### src/hdl/pptl_pkg.sv
// Package for the partition table locator: result codes, table layout
// constants and the extended-type test used by the engine.
// No dependencies.
package pptl_pkg;

	localparam int unsigned SECTOR_BYTES = 512;
	localparam int unsigned POS_W        = 9;

	localparam logic [POS_W-1:0] POS_LAST   = POS_W'(SECTOR_BYTES - 1);
	localparam logic [POS_W-1:0] POS_MARK   = POS_W'(SECTOR_BYTES - 2);
	localparam logic [POS_W-1:0] TABLE_OFS  = 9'h1be;
	localparam logic [POS_W-1:0] TABLE_END  = 9'h1fe;

	localparam logic [7:0] MARK_LO  = 8'h55;
	localparam logic [7:0] MARK_HI  = 8'hAA;
	localparam logic [7:0] EXT_DOS  = 8'h05;
	localparam logic [7:0] EXT_LBA  = 8'h0f;
	localparam logic [7:0] EXT_LNX  = 8'h85;
	localparam logic [7:0] FIRST_LOGICAL = 8'd4;

	// Entry field offsets
	localparam logic [3:0] FLD_TYPE      = 4'd4;
	localparam logic [3:0] FLD_START_TOP = 4'd11;

	typedef enum logic [2:0] {
		ST_READ_NEXT       = 3'd0,
		ST_FOUND           = 3'd1,
		ST_PRIMARY_MISSING = 3'd2,
		ST_NO_EXTENDED     = 3'd3,
		ST_LOGICAL_EMPTY   = 3'd4,
		ST_LOGICAL_MISSING = 3'd5,
		ST_NO_MARK         = 3'd6,
		ST_READ_ERROR      = 3'd7
	} status_t;

	typedef struct packed {
		logic [31:0] sector_count;
		logic [31:0] start_sector;
		logic [31:0] next_sector;
		status_t     status;
	} result_t;

	function automatic logic is_ext_type(input logic [7:0] t);
		return (t == EXT_DOS) || (t == EXT_LBA) || (t == EXT_LNX);
	endfunction

endpackage

### src/hdl/pc_partition_table_locator_top.sv
// Flow: a byte transfer lands in the input register, and its result, if any,
// is loaded from there into the output register when that byte advances.
// Throughput: one byte per cycle, set by the capture/decide stage; input
// stalls only while a result byte waits on a full, stalled output.
// Reset: arst_n clears the search state, the target register and all valids.
// Top level of the partition table locator. Depends on pptl_pkg, pptl_engine.
module pc_partition_table_locator_top
	import pptl_pkg::*;
(
	input  logic        clk,
	input  logic        arst_n,
	// configuration: target_partition[7:0]
	input  logic        cfg_valid,
	output logic        cfg_ready,
	input  logic [7:0]  cfg_data,
	input  logic        s_tvalid,
	output logic        s_tready,
	// data_byte[7:0], byte_pos[16:8], zero pad[23:17]
	input  logic [23:0] s_tdata,
	// read_error[0]
	input  logic [0:0]  s_tuser,
	output logic        m_tvalid,
	input  logic        m_tready,
	// next_sector[31:0], part_start[63:32], part_length[95:64]
	output logic [95:0] m_tdata,
	// status[2:0]
	output logic [2:0]  m_tuser
);

	logic [7:0]       target_q;
	logic             valid_s1;
	logic [7:0]       byte_s1;
	logic [POS_W-1:0] pos_s1;
	logic             err_s1;
	logic             out_valid_q;
	result_t          out_res_q;
	logic             has_result;
	result_t          result;
	logic             advance;

	assign cfg_ready = 1'b1;

	// Hold the target register
	always_ff @(posedge clk or negedge arst_n) begin
		if (!arst_n) begin
			target_q <= '0;
		end else if (cfg_valid && cfg_ready) begin
			target_q <= cfg_data;
		end
	end

	// Advance unless a result has nowhere to go
	assign advance  = valid_s1 && (!has_result || !out_valid_q || m_tready);
	assign s_tready = !valid_s1 || advance;

	always_ff @(posedge clk or negedge arst_n) begin
		if (!arst_n) begin
			valid_s1 <= 1'b0;
		end else if (s_tready) begin
			valid_s1 <= s_tvalid;
		end
	end

	always_ff @(posedge clk) begin
		if (s_tready && s_tvalid) begin
			byte_s1 <= s_tdata[7:0];
			pos_s1  <= s_tdata[16:8];
			err_s1  <= s_tuser[0];
		end
	end

	pptl_engine u_engine (
		.clk              (clk),
		.arst_n           (arst_n),
		.step             (advance),
		.data_byte        (byte_s1),
		.byte_pos         (pos_s1),
		.read_error       (err_s1),
		.target_partition (target_q),
		.has_result       (has_result),
		.result           (result)
	);

	// Load the result register; drop valid once taken
	always_ff @(posedge clk or negedge arst_n) begin
		if (!arst_n) begin
			out_valid_q <= 1'b0;
		end else if (advance && has_result) begin
			out_valid_q <= 1'b1;
		end else if (m_tready) begin
			out_valid_q <= 1'b0;
		end
	end

	always_ff @(posedge clk) begin
		if (advance && has_result) begin
			out_res_q <= result;
		end
	end

	assign m_tvalid = out_valid_q;
	assign m_tdata  = {out_res_q.sector_count, out_res_q.start_sector, out_res_q.next_sector};
	assign m_tuser  = out_res_q.status;

endmodule

### src/hdl/pptl_engine.sv
// Search engine: captures table entries byte by byte and decides at the
// last byte of each sector or on a read error. Depends on pptl_pkg.
module pptl_engine
	import pptl_pkg::*;
(
	input  logic             clk,
	input  logic             arst_n,
	input  logic             step,
	input  logic [7:0]       data_byte,
	input  logic [POS_W-1:0] byte_pos,
	input  logic             read_error,
	input  logic [7:0]       target_partition,
	output logic             has_result,
	output result_t          result
);

	logic        in_logical_q, in_logical_d;
	logic [31:0] cur_table_q, cur_table_d;
	logic [31:0] ext_base_q, ext_base_d;
	logic [7:0]  log_cnt_q, log_cnt_d;
	logic        ext_seen_q, ext_seen_d;
	logic [7:0]  chosen_type_q, chosen_type_d;
	logic [3:0][7:0] chosen_start_q, chosen_start_d;
	logic [3:0][7:0] chosen_len_q, chosen_len_d;
	logic [7:0]  link_type_q, link_type_d;
	logic [3:0][7:0] link_start_q, link_start_d;
	logic        mark_lo_q, mark_lo_d;

	logic [POS_W-1:0] ofs;
	logic [1:0]       entry;
	logic [3:0]       field;
	logic             in_table;
	logic [7:0]       want;
	logic             mark_ok;

	assign ofs      = byte_pos - TABLE_OFS;
	assign entry    = ofs[5:4];
	assign field    = ofs[3:0];
	assign in_table = (byte_pos >= TABLE_OFS) && (byte_pos < TABLE_END);
	assign want     = in_logical_q ? 8'd0 : target_partition;
	assign mark_ok  = mark_lo_q && (data_byte == MARK_HI);
	assign has_result = read_error || (byte_pos == POS_LAST);

	// Capture entry fields, then decide on the last byte or a read error
	always_comb begin
		in_logical_d   = in_logical_q;
		cur_table_d    = cur_table_q;
		ext_base_d     = ext_base_q;
		log_cnt_d      = log_cnt_q;
		ext_seen_d     = ext_seen_q;
		chosen_type_d  = chosen_type_q;
		chosen_start_d = chosen_start_q;
		chosen_len_d   = chosen_len_q;
		link_type_d    = link_type_q;
		link_start_d   = link_start_q;
		mark_lo_d      = mark_lo_q;
		result         = '0;
		result.status  = ST_READ_NEXT;

		if (read_error) begin
			result.status = ST_READ_ERROR;
		end else begin
			if (byte_pos == '0) begin
				ext_seen_d = 1'b0;
			end
			if (byte_pos == POS_MARK) begin
				mark_lo_d = (data_byte == MARK_LO);
			end
			if (in_table) begin
				if ({6'd0, entry} == want) begin
					if (field == FLD_TYPE) begin
						chosen_type_d = data_byte;
					end else if (field[3:2] == 2'b10) begin
						chosen_start_d[field[1:0]] = data_byte;
					end else if (field[3:2] == 2'b11) begin
						chosen_len_d[field[1:0]] = data_byte;
					end
				end
				if (in_logical_q) begin
					if (entry == 2'd1) begin
						if (field == FLD_TYPE) begin
							link_type_d = data_byte;
						end else if (field[3:2] == 2'b10) begin
							link_start_d[field[1:0]] = data_byte;
						end
					end
				end else if (!ext_seen_q) begin
					// Track the first extended entry of the primary table
					if (field == FLD_TYPE) begin
						link_type_d = data_byte;
					end else if (field[3:2] == 2'b10) begin
						link_start_d[field[1:0]] = data_byte;
						if (field == FLD_START_TOP && is_ext_type(link_type_q)) begin
							ext_seen_d = 1'b1;
						end
					end
				end
			end

			if (byte_pos == POS_LAST) begin
				if (!in_logical_q) begin
					if (!mark_ok) begin
						result.status = ST_NO_MARK;
					end else if (target_partition < FIRST_LOGICAL) begin
						if (chosen_type_q == '0 || is_ext_type(chosen_type_q)) begin
							result.status = ST_PRIMARY_MISSING;
						end else begin
							result.status       = ST_FOUND;
							result.start_sector = chosen_start_q;
							result.sector_count = chosen_len_q;
						end
					end else if (!ext_seen_q) begin
						result.status = ST_NO_EXTENDED;
					end else begin
						ext_base_d         = link_start_q;
						cur_table_d        = link_start_q;
						log_cnt_d          = FIRST_LOGICAL;
						in_logical_d       = 1'b1;
						result.next_sector = link_start_q;
					end
				end else begin
					if (!mark_ok) begin
						result.status = ST_LOGICAL_MISSING;
					end else if (log_cnt_q == target_partition) begin
						if (chosen_type_q == '0) begin
							result.status = ST_LOGICAL_EMPTY;
						end else begin
							result.status       = ST_FOUND;
							result.start_sector = cur_table_q + chosen_start_q;
							result.sector_count = chosen_len_q;
						end
					end else if (!is_ext_type(link_type_q)) begin
						result.status = ST_LOGICAL_MISSING;
					end else begin
						cur_table_d        = ext_base_q + link_start_q;
						log_cnt_d          = log_cnt_q + 8'd1;
						result.next_sector = ext_base_q + link_start_q;
					end
				end
			end
		end

		// Start over at sector 0 after an error or a final answer
		if (has_result && result.status != ST_READ_NEXT) begin
			in_logical_d = 1'b0;
			cur_table_d  = '0;
			ext_base_d   = '0;
			log_cnt_d    = FIRST_LOGICAL;
		end
	end

	// Advance search state on each processed byte
	always_ff @(posedge clk or negedge arst_n) begin
		if (!arst_n) begin
			in_logical_q   <= 1'b0;
			cur_table_q    <= '0;
			ext_base_q     <= '0;
			log_cnt_q      <= FIRST_LOGICAL;
			ext_seen_q     <= 1'b0;
			chosen_type_q  <= '0;
			chosen_start_q <= '0;
			chosen_len_q   <= '0;
			link_type_q    <= '0;
			link_start_q   <= '0;
			mark_lo_q      <= 1'b0;
		end else if (step) begin
			in_logical_q   <= in_logical_d;
			cur_table_q    <= cur_table_d;
			ext_base_q     <= ext_base_d;
			log_cnt_q      <= log_cnt_d;
			ext_seen_q     <= ext_seen_d;
			chosen_type_q  <= chosen_type_d;
			chosen_start_q <= chosen_start_d;
			chosen_len_q   <= chosen_len_d;
			link_type_q    <= link_type_d;
			link_start_q   <= link_start_d;
			mark_lo_q      <= mark_lo_d;
		end
	end

endmodule

### config.mk
export PLATFORM = sky130hd
export DESIGN_NAME = pc_partition_table_locator_top
export DESIGN_NICKNAME = d
export VERILOG_FILES = /design/src/hdl/pptl_pkg.sv /design/src/hdl/pc_partition_table_locator_top.sv /design/src/hdl/pptl_engine.sv
export SDC_FILE = /design/constraint.sdc
export NUM_CORES = 1
export LEC_CHECK = 0
export ABC_AREA = 1
export CAP_MARGIN = 25
export CELL_PAD_IN_SITES_DETAIL_PLACEMENT = 1
export CELL_PAD_IN_SITES_GLOBAL_PLACEMENT = 2
export CORE_AREA = 8 8 221 223
export DETAILED_ROUTE_END_ITERATION = 10
export DIE_AREA = 0 0 229 231
export DONT_BUFFER_PORTS = 1
export PLACE_DENSITY = 0.79
export SLEW_MARGIN = 40
export SYNTH_ARGS = -nofsm -noshare
export SYNTH_HDL_FRONTEND = slang
export SYNTH_HIERARCHICAL = 1
export SYNTH_SLANG_ARGS = --single-unit
### constraint.sdc
create_clock -name clk -period 3.9 [get_ports clk]
set_input_delay 0 -clock clk [delete_from_list [all_inputs] [get_ports clk]]
set_output_delay 0 -clock clk [all_outputs]
set_load 0.02 [all_outputs]
# Word level (Yosys, flattened, before mapping)
# Index checks and enable logic that the tools add are counted.
# totals
output_inout_bits	102
register_bits	314
wordCells	182
# classes
muxes	76
magnitude_cmp	5
n_reduce_logical	38
add_sub_neg	4
n_eq_ne	25
bitwise_logic	4
# ops
cell	count
$mux 32	23
$mux 64	4
$mux 96	2
$mux 8	16
$mux 99	1
$bwmux 32	3
$add 32x32->32	2
$eq 8x8->1 const B	3
$mux 3	8
$eq 9x9->1 const B	2
$demux 8 s2	1
$eq 8x3->1 const B	2
$eq 8x4->1 const B	2
$mux 1	16
$reduce_and 7->1	2
$reduce_and 5->1	2
$ge 9x9->1 const B	1
$logic_not 9->1	1
$logic_or 1x1->1	9
$lt 9x9->1 const B	1
$add 8x1->8 const B	1
$eq 2x8->1	1
$eq 8x7->1 const B	1
$eq 8x8->1	1
other kinds (24)	47

# Longest topological paths before layout
# logic_depth
ltp_word	14
ltp_mapped	18
mapped_depth_nobuf	18

# Cells and area by module
# Netlist, hierarchy kept.
# by_module_without_submodules
module	n_inst	area_per_inst_um2	cells_each	seq_area_each_um2
pptl_engine	1	13529.2	2028	4680.7
pc_partition_table_locator_top	1	3937.5	166	3763.6

# Least setup slack after synthesis
# Ideal clock, no wire load.
# synth_path
path_kind	register to register
startpoint	register pos_s1[1]
endpoint	register out_res_q (netlist bit m_tdata[0]) (enable)
stages_incl_launch_ff	7
path_slack_ps	484
required_ps	3447
t_arrival_ps	2963
cell_sequence	edfxtp_1 -> nand2_2 -> nor3_4 -> inv_2 -> nand2_2 -> nand3_1 -> inv_1
# synth_via
elab_chain_cells	7
# synth_lines
item	line_no	text
start, declared	pc_partition_table_locator_top.sv:33	logic [POS_W-1:0] pos_s1;
start signal, assigned	pc_partition_table_locator_top.sv:67	pos_s1 <= s_tdata[16:8];
$eq 9x9->1 (*)	pptl_engine.sv:42	assign has_result = read_error || (byte_pos == POS_LAST);
$logic_or 1x1->1 (*)	pptl_engine.sv:42	
net has_result	pc_partition_table_locator_top.sv:37	logic has_result;
$logic_not 1->1	pc_partition_table_locator_top.sv:53	assign advance = valid_s1 && (!has_result || !out_valid_q || m_tready);
$logic_or 1x1->1 (2 in series)	pc_partition_table_locator_top.sv:53	
$logic_and 1x1->1	pc_partition_table_locator_top.sv:53	
$logic_and 1x1->1 (*)	pc_partition_table_locator_top.sv:96	if (advance && has_result) begin
end signal, assigned	pc_partition_table_locator_top.sv:97	out_res_q <= result;
end, declared	pc_partition_table_locator_top.sv:36	result_t out_res_q;
# The timed path passes the listed nets; every way through them passes the cells marked *.
# A chain may end at the register's enable or synchronous reset.

# Final worst setup path
# layout_path
startpoint	register pos_s1[1]
endpoint	register u_engine/link_start_q[19] in the netlist's numbering
# layout_via
elab_cells_between_ends	26
classes_between	add/sub (1); order compare (4); eq/ne (5); mux (8); reduce/logical (8)
# layout_lines
item	line_no	text
$eq 9x9->1	pptl_engine.sv:42	
$logic_or 1x1->1	pptl_engine.sv:42	
net has_result	pc_partition_table_locator_top.sv:37	
$logic_not 1->1	pc_partition_table_locator_top.sv:53	
$logic_or 1x1->1 (2 in series)	pc_partition_table_locator_top.sv:53	
$logic_and 1x1->1	pc_partition_table_locator_top.sv:53	
net advance	pc_partition_table_locator_top.sv:39	logic advance;
$reduce_and 5->1 (no source line)	-	
end signal, assigned	pptl_engine.sv:176	link_start_q <= link_start_d;
end, declared	pptl_engine.sv:26	logic [3:0][7:0] link_start_q, link_start_d;
# The timed path passes the listed nets, and every way through them passes these cells. The select of a mux whose other input is x is not followed.

==> impl_metrics.py <==
metrics = {
    "critical_path": {
        "end_kind": "register",
        "r2r_cells": 12,
        "cp_max_fo": 16,
        "crit_type": "register to register",
        "worstReg2RegStart": "pos_s1[1]$_DFFE_PP_",
        "worstSetupStartpointType": "register",
        "worst_r2r_endpoint": "u_engine/link_start_q[19]$_DFFE_PN0P_",
        "cp.arrival_ns": 3.59,
        "rrSetupSlack_ns": 0.77,
        "required_ns": 4.36,
    },
    "route": {
        "vias": 14700,
        "wirelength_met1_mm": 25.5,
        "drt_pass1_iterations": 5,
        "drt-total-wl_mm": 57.4,
        "detail_route.wl_per_cell_um": 20.1,
        "dr.first_iter.drc_count": 723,
        "dr.max_layer_used": "met4",
        "vias_per_cell": 5.15,
        "drc": 0,
        "ant_nets": 0,
        "dr_wl_met2_mm": 28.2,
        "dr_wl_met3_mm": 2.16,
    },
    "grt": {
        "grt_pass1_vias": 15700,
        "antenna_found_initial": 0,
        "grt_usage_pct": 21.5,
        "gr-total-overflow": 0,
        "grt_start_max_net_pins": 198,
        "grt_pass1_wl_mm": 89.8,
    },
    "cells_and_area": {
        "num-fill-cells": 5457,
        "layout_commonest_cell": "nand2_1",
        "layout.nets": 2327,
        "area_growth_syn_to_layout_pct": 12.4,
        "diodes": 0,
        "final_util_pct": 43.6,
        "layout.cells.most_common_list": "nand2_1 (678), inv_1 (260), nor2_1 (199), dfrtp_1 (195), nand3_1 (153)",
        "drive_gt1_share_pct": 5.55,
    },
    "logic_synthesis": {
        "avgSynthCellArea_um2": 7.96,
        "syn_area_um2": 17500,
        "synthesis.nets": 2298,
        "postSynthCellCount": 2194,
        "yosysTopAreaCell": "dfrtp_1",
        "synth_area_leaders": "dfrtp_1 (28%), edfxtp_1 (20%), nand2_1 (15%)",
        "ys_ff_latch": 314,
        "synth_ff_type": "dfrtp_1",
        "ys_types": 50,
        "ys_seq_area_share_pct": 48.3,
        "synth_top_cell_area_share_pct": 28.1,
        "yosys_warnings": 6,
        "synth-edff-count": 117,
        "synthArstFlopShare_pct": 62.7,
    },
    "clock_tree": {
        "clock_latency_ns": 0.57,
        "cts.path.max_buffers": 3,
        "path_clk_slew_ns": 0.06,
        "cts_resized": 0,
        "cts_buffers": 39,
        "root_buffer": "clkbuf_16",
        "clock_sinks": 314,
        "tritoncts": "yes",
        "postCtsSetupBuffers": 0,
        "htreeDepth": 2,
        "cts_hold_buffers": 30,
    },
    "sta": {
        "timing_hold_violations_final": 197,
        "slew_violations": 0,
        "setup-violations-final": 0,
        "fin_crit_ns": 3.13,
        "finalSetupTns_ns": 0,
        "relSlewSlack_pct": 50.5,
        "worstMarginPinSlew_ns": 0.742,
        "whs_ns": -0.872,
        "period_share_pct": 80.3,
        "fin_worst_skew_ns": 0.0143,
        "rsz0062_at_grt": "false",
        "fmax_mhz": 319,
    },
    "power_and_ir_drop": {
        "finalPower_mw": 7.61,
        "power_density_nw_per_um2": 387,
        "p_leak_nw": 9.35,
        "ir_drop_v": 0.000518,
    },
    "floorplan": {
        "num_io_pins": 140,
        "dieWidth_um": 229,
        "die_h_um": 231,
        "core_area_um2": 45100,
        "initial_utilization_pct": 38.7,
        "dieArea_um2": 52900,
        "rows": 78,
    },
    "outcome": {
        "violations": "hold timing",
        "status": "complete, but fails checks",
    },
    "worst_hold_path": {
        "hp-class": "input pin to asynchronous set/reset pin",
    },
    "placed_design": {
        "globalplace.congestion": 0.853,
        "hpwl_mm": 41.7,
        "io_buffers": 0,
    },
    "flow_run": {
        "maxCapViolCount": 0,
    },
}
synth_stat cells (all sizes together) (2+ instances only):
cell type,n
a211oi,2
o21a,6
buf,37
a21oi,91
edfxtp,117
ha,64
xnor2,6
o41ai,2
nand2,690
o21ai,168
nand4,16
nand3,157
or2,9
nor2,209
nand3b,8
fa,2
o21bai,17
a31oi,6
xor2,35
o211ai,9
a21o,5
dfrtp,196
nor4,4
nor3,18
inv,270
a21boi,5
clkbuf,27
mux2i,4
and3,7
sequential cells by signal, indices dropped and copies added, names as in the netlist:
name / count
m_tdata: 96
u_engine/chosen_len_q: 32
u_engine/chosen_start_q: 32
u_engine/cur_table_q: 32
u_engine/ext_base_q: 32
u_engine/link_start_q: 32
pos_s1: 9
byte_s1: 8
target_q: 8
u_engine/chosen_type_q: 8
u_engine/link_type_q: 8
u_engine/log_cnt_q: 8
m_tuser: 3
err_s1: 1
m_tvalid: 1
u_engine/ext_seen_q: 1
u_engine/in_logical_q: 1
u_engine/mark_lo_q: 1
valid_s1: 1
critical path, cell delays in order, from the launching register on:
cell      delay (ns)
edfxtp_1        0.48
nand2_2         0.18
nor3_4          0.08
inv_2           0.08
nand2_2         0.12
a31oi_1         0.20
buf_4           0.18
inv_1           0.05
nor2_2          0.14
inv_2           0.07
nor3_2          0.44
nand3_1         0.62
o21ai_0         0.38
cell type report:
type | instances | area (um2) | area share, %
inverter | 271 | 1020 | 5.19
timing repair buffer | 52 | 490 | 2.50
multi-input combinational | 1545 | 7630 | 38.9
tap | 600 | 751 | 3.82
sequential | 314 | 8450 | 43.0
clock inverter | 15 | 233 | 1.19
clock buffer | 57 | 1060 | 5.42
per-layer routing:
| layer | global-route usage (%) | vias up |
|---|---|---|
| li1 | - | 7150 |
| met1 | 26.8 | 7216 |
| met2 | 37.8 | 258 |
| met3 | 3.34 | 88 |
| met4 | 7.01 | 0 |
| met5 | 0 | - |
metrics by stage:
step / cell area (um2) / hold slack (ns) / cells / setup slack [ns]
5_1_grt: 19600 / -0.890 / 2854 / 0.479
6_report: 19600 / -0.872 / 2854 / 0.770
3_3_place_gp: 18000 / -0.287 / 2751 / 0.955
2_1_floorplan: 17500 / -0.296 / 2194 / 0.484
4_1_cts: 19600 / -0.899 / 2853 / 0.806
3_5_place_dp: 18000 / -0.287 / 2751 / 0.834
logic make-up (layout without fill, tap and decap cells):
kind of cell / Yosys count / after routing / share of synthesized area (%)
xor+xnor: 41 / 41 / 2.06
fa+ha+maj: 66 / 66 / 4.81
compound gates: 312 / 312 / 9.68
flops: 314 / 314 / 48.3
simple gates: 1120 / 1120 / 26.8
mux: 5 / 5 / 0.294
other cells: 1 / 1 / 0.0215
buf+inv: 335 / 395 / 7.94
worst max path at each step:
stage                                                 end  cells past startpoint                start  slack (ns)
detailed placement  u_engine/link_start_q[19]$_DFFE_PN0P_                     12  pos_s1[1]$_DFFE_PP_        0.83
finish              u_engine/link_start_q[19]$_DFFE_PN0P_                     12  pos_s1[1]$_DFFE_PP_        0.77
floorplan                            m_tdata[0]$_DFFE_PP_                      6  pos_s1[1]$_DFFE_PP_        0.48
global placement    u_engine/link_start_q[20]$_DFFE_PN0P_                     12  pos_s1[1]$_DFFE_PP_        0.95
CTS                 u_engine/link_start_q[19]$_DFFE_PN0P_                     12  pos_s1[1]$_DFFE_PP_        0.81
global route        u_engine/link_start_q[19]$_DFFE_PN0P_                     12  pos_s1[1]$_DFFE_PP_        0.48
report_power, final:
group	leakage (nW)	total (mW)	switching [mW]	internal (mW)
Clock	0.627	3.75	1.51	2.25
Combinational	5.03	0.233	0.170	0.0628
Sequential	3.69	3.62	0.112	3.51
Total	9.35	7.61	1.79	5.82
Note: power is estimated with default switching activity, not from simulation.
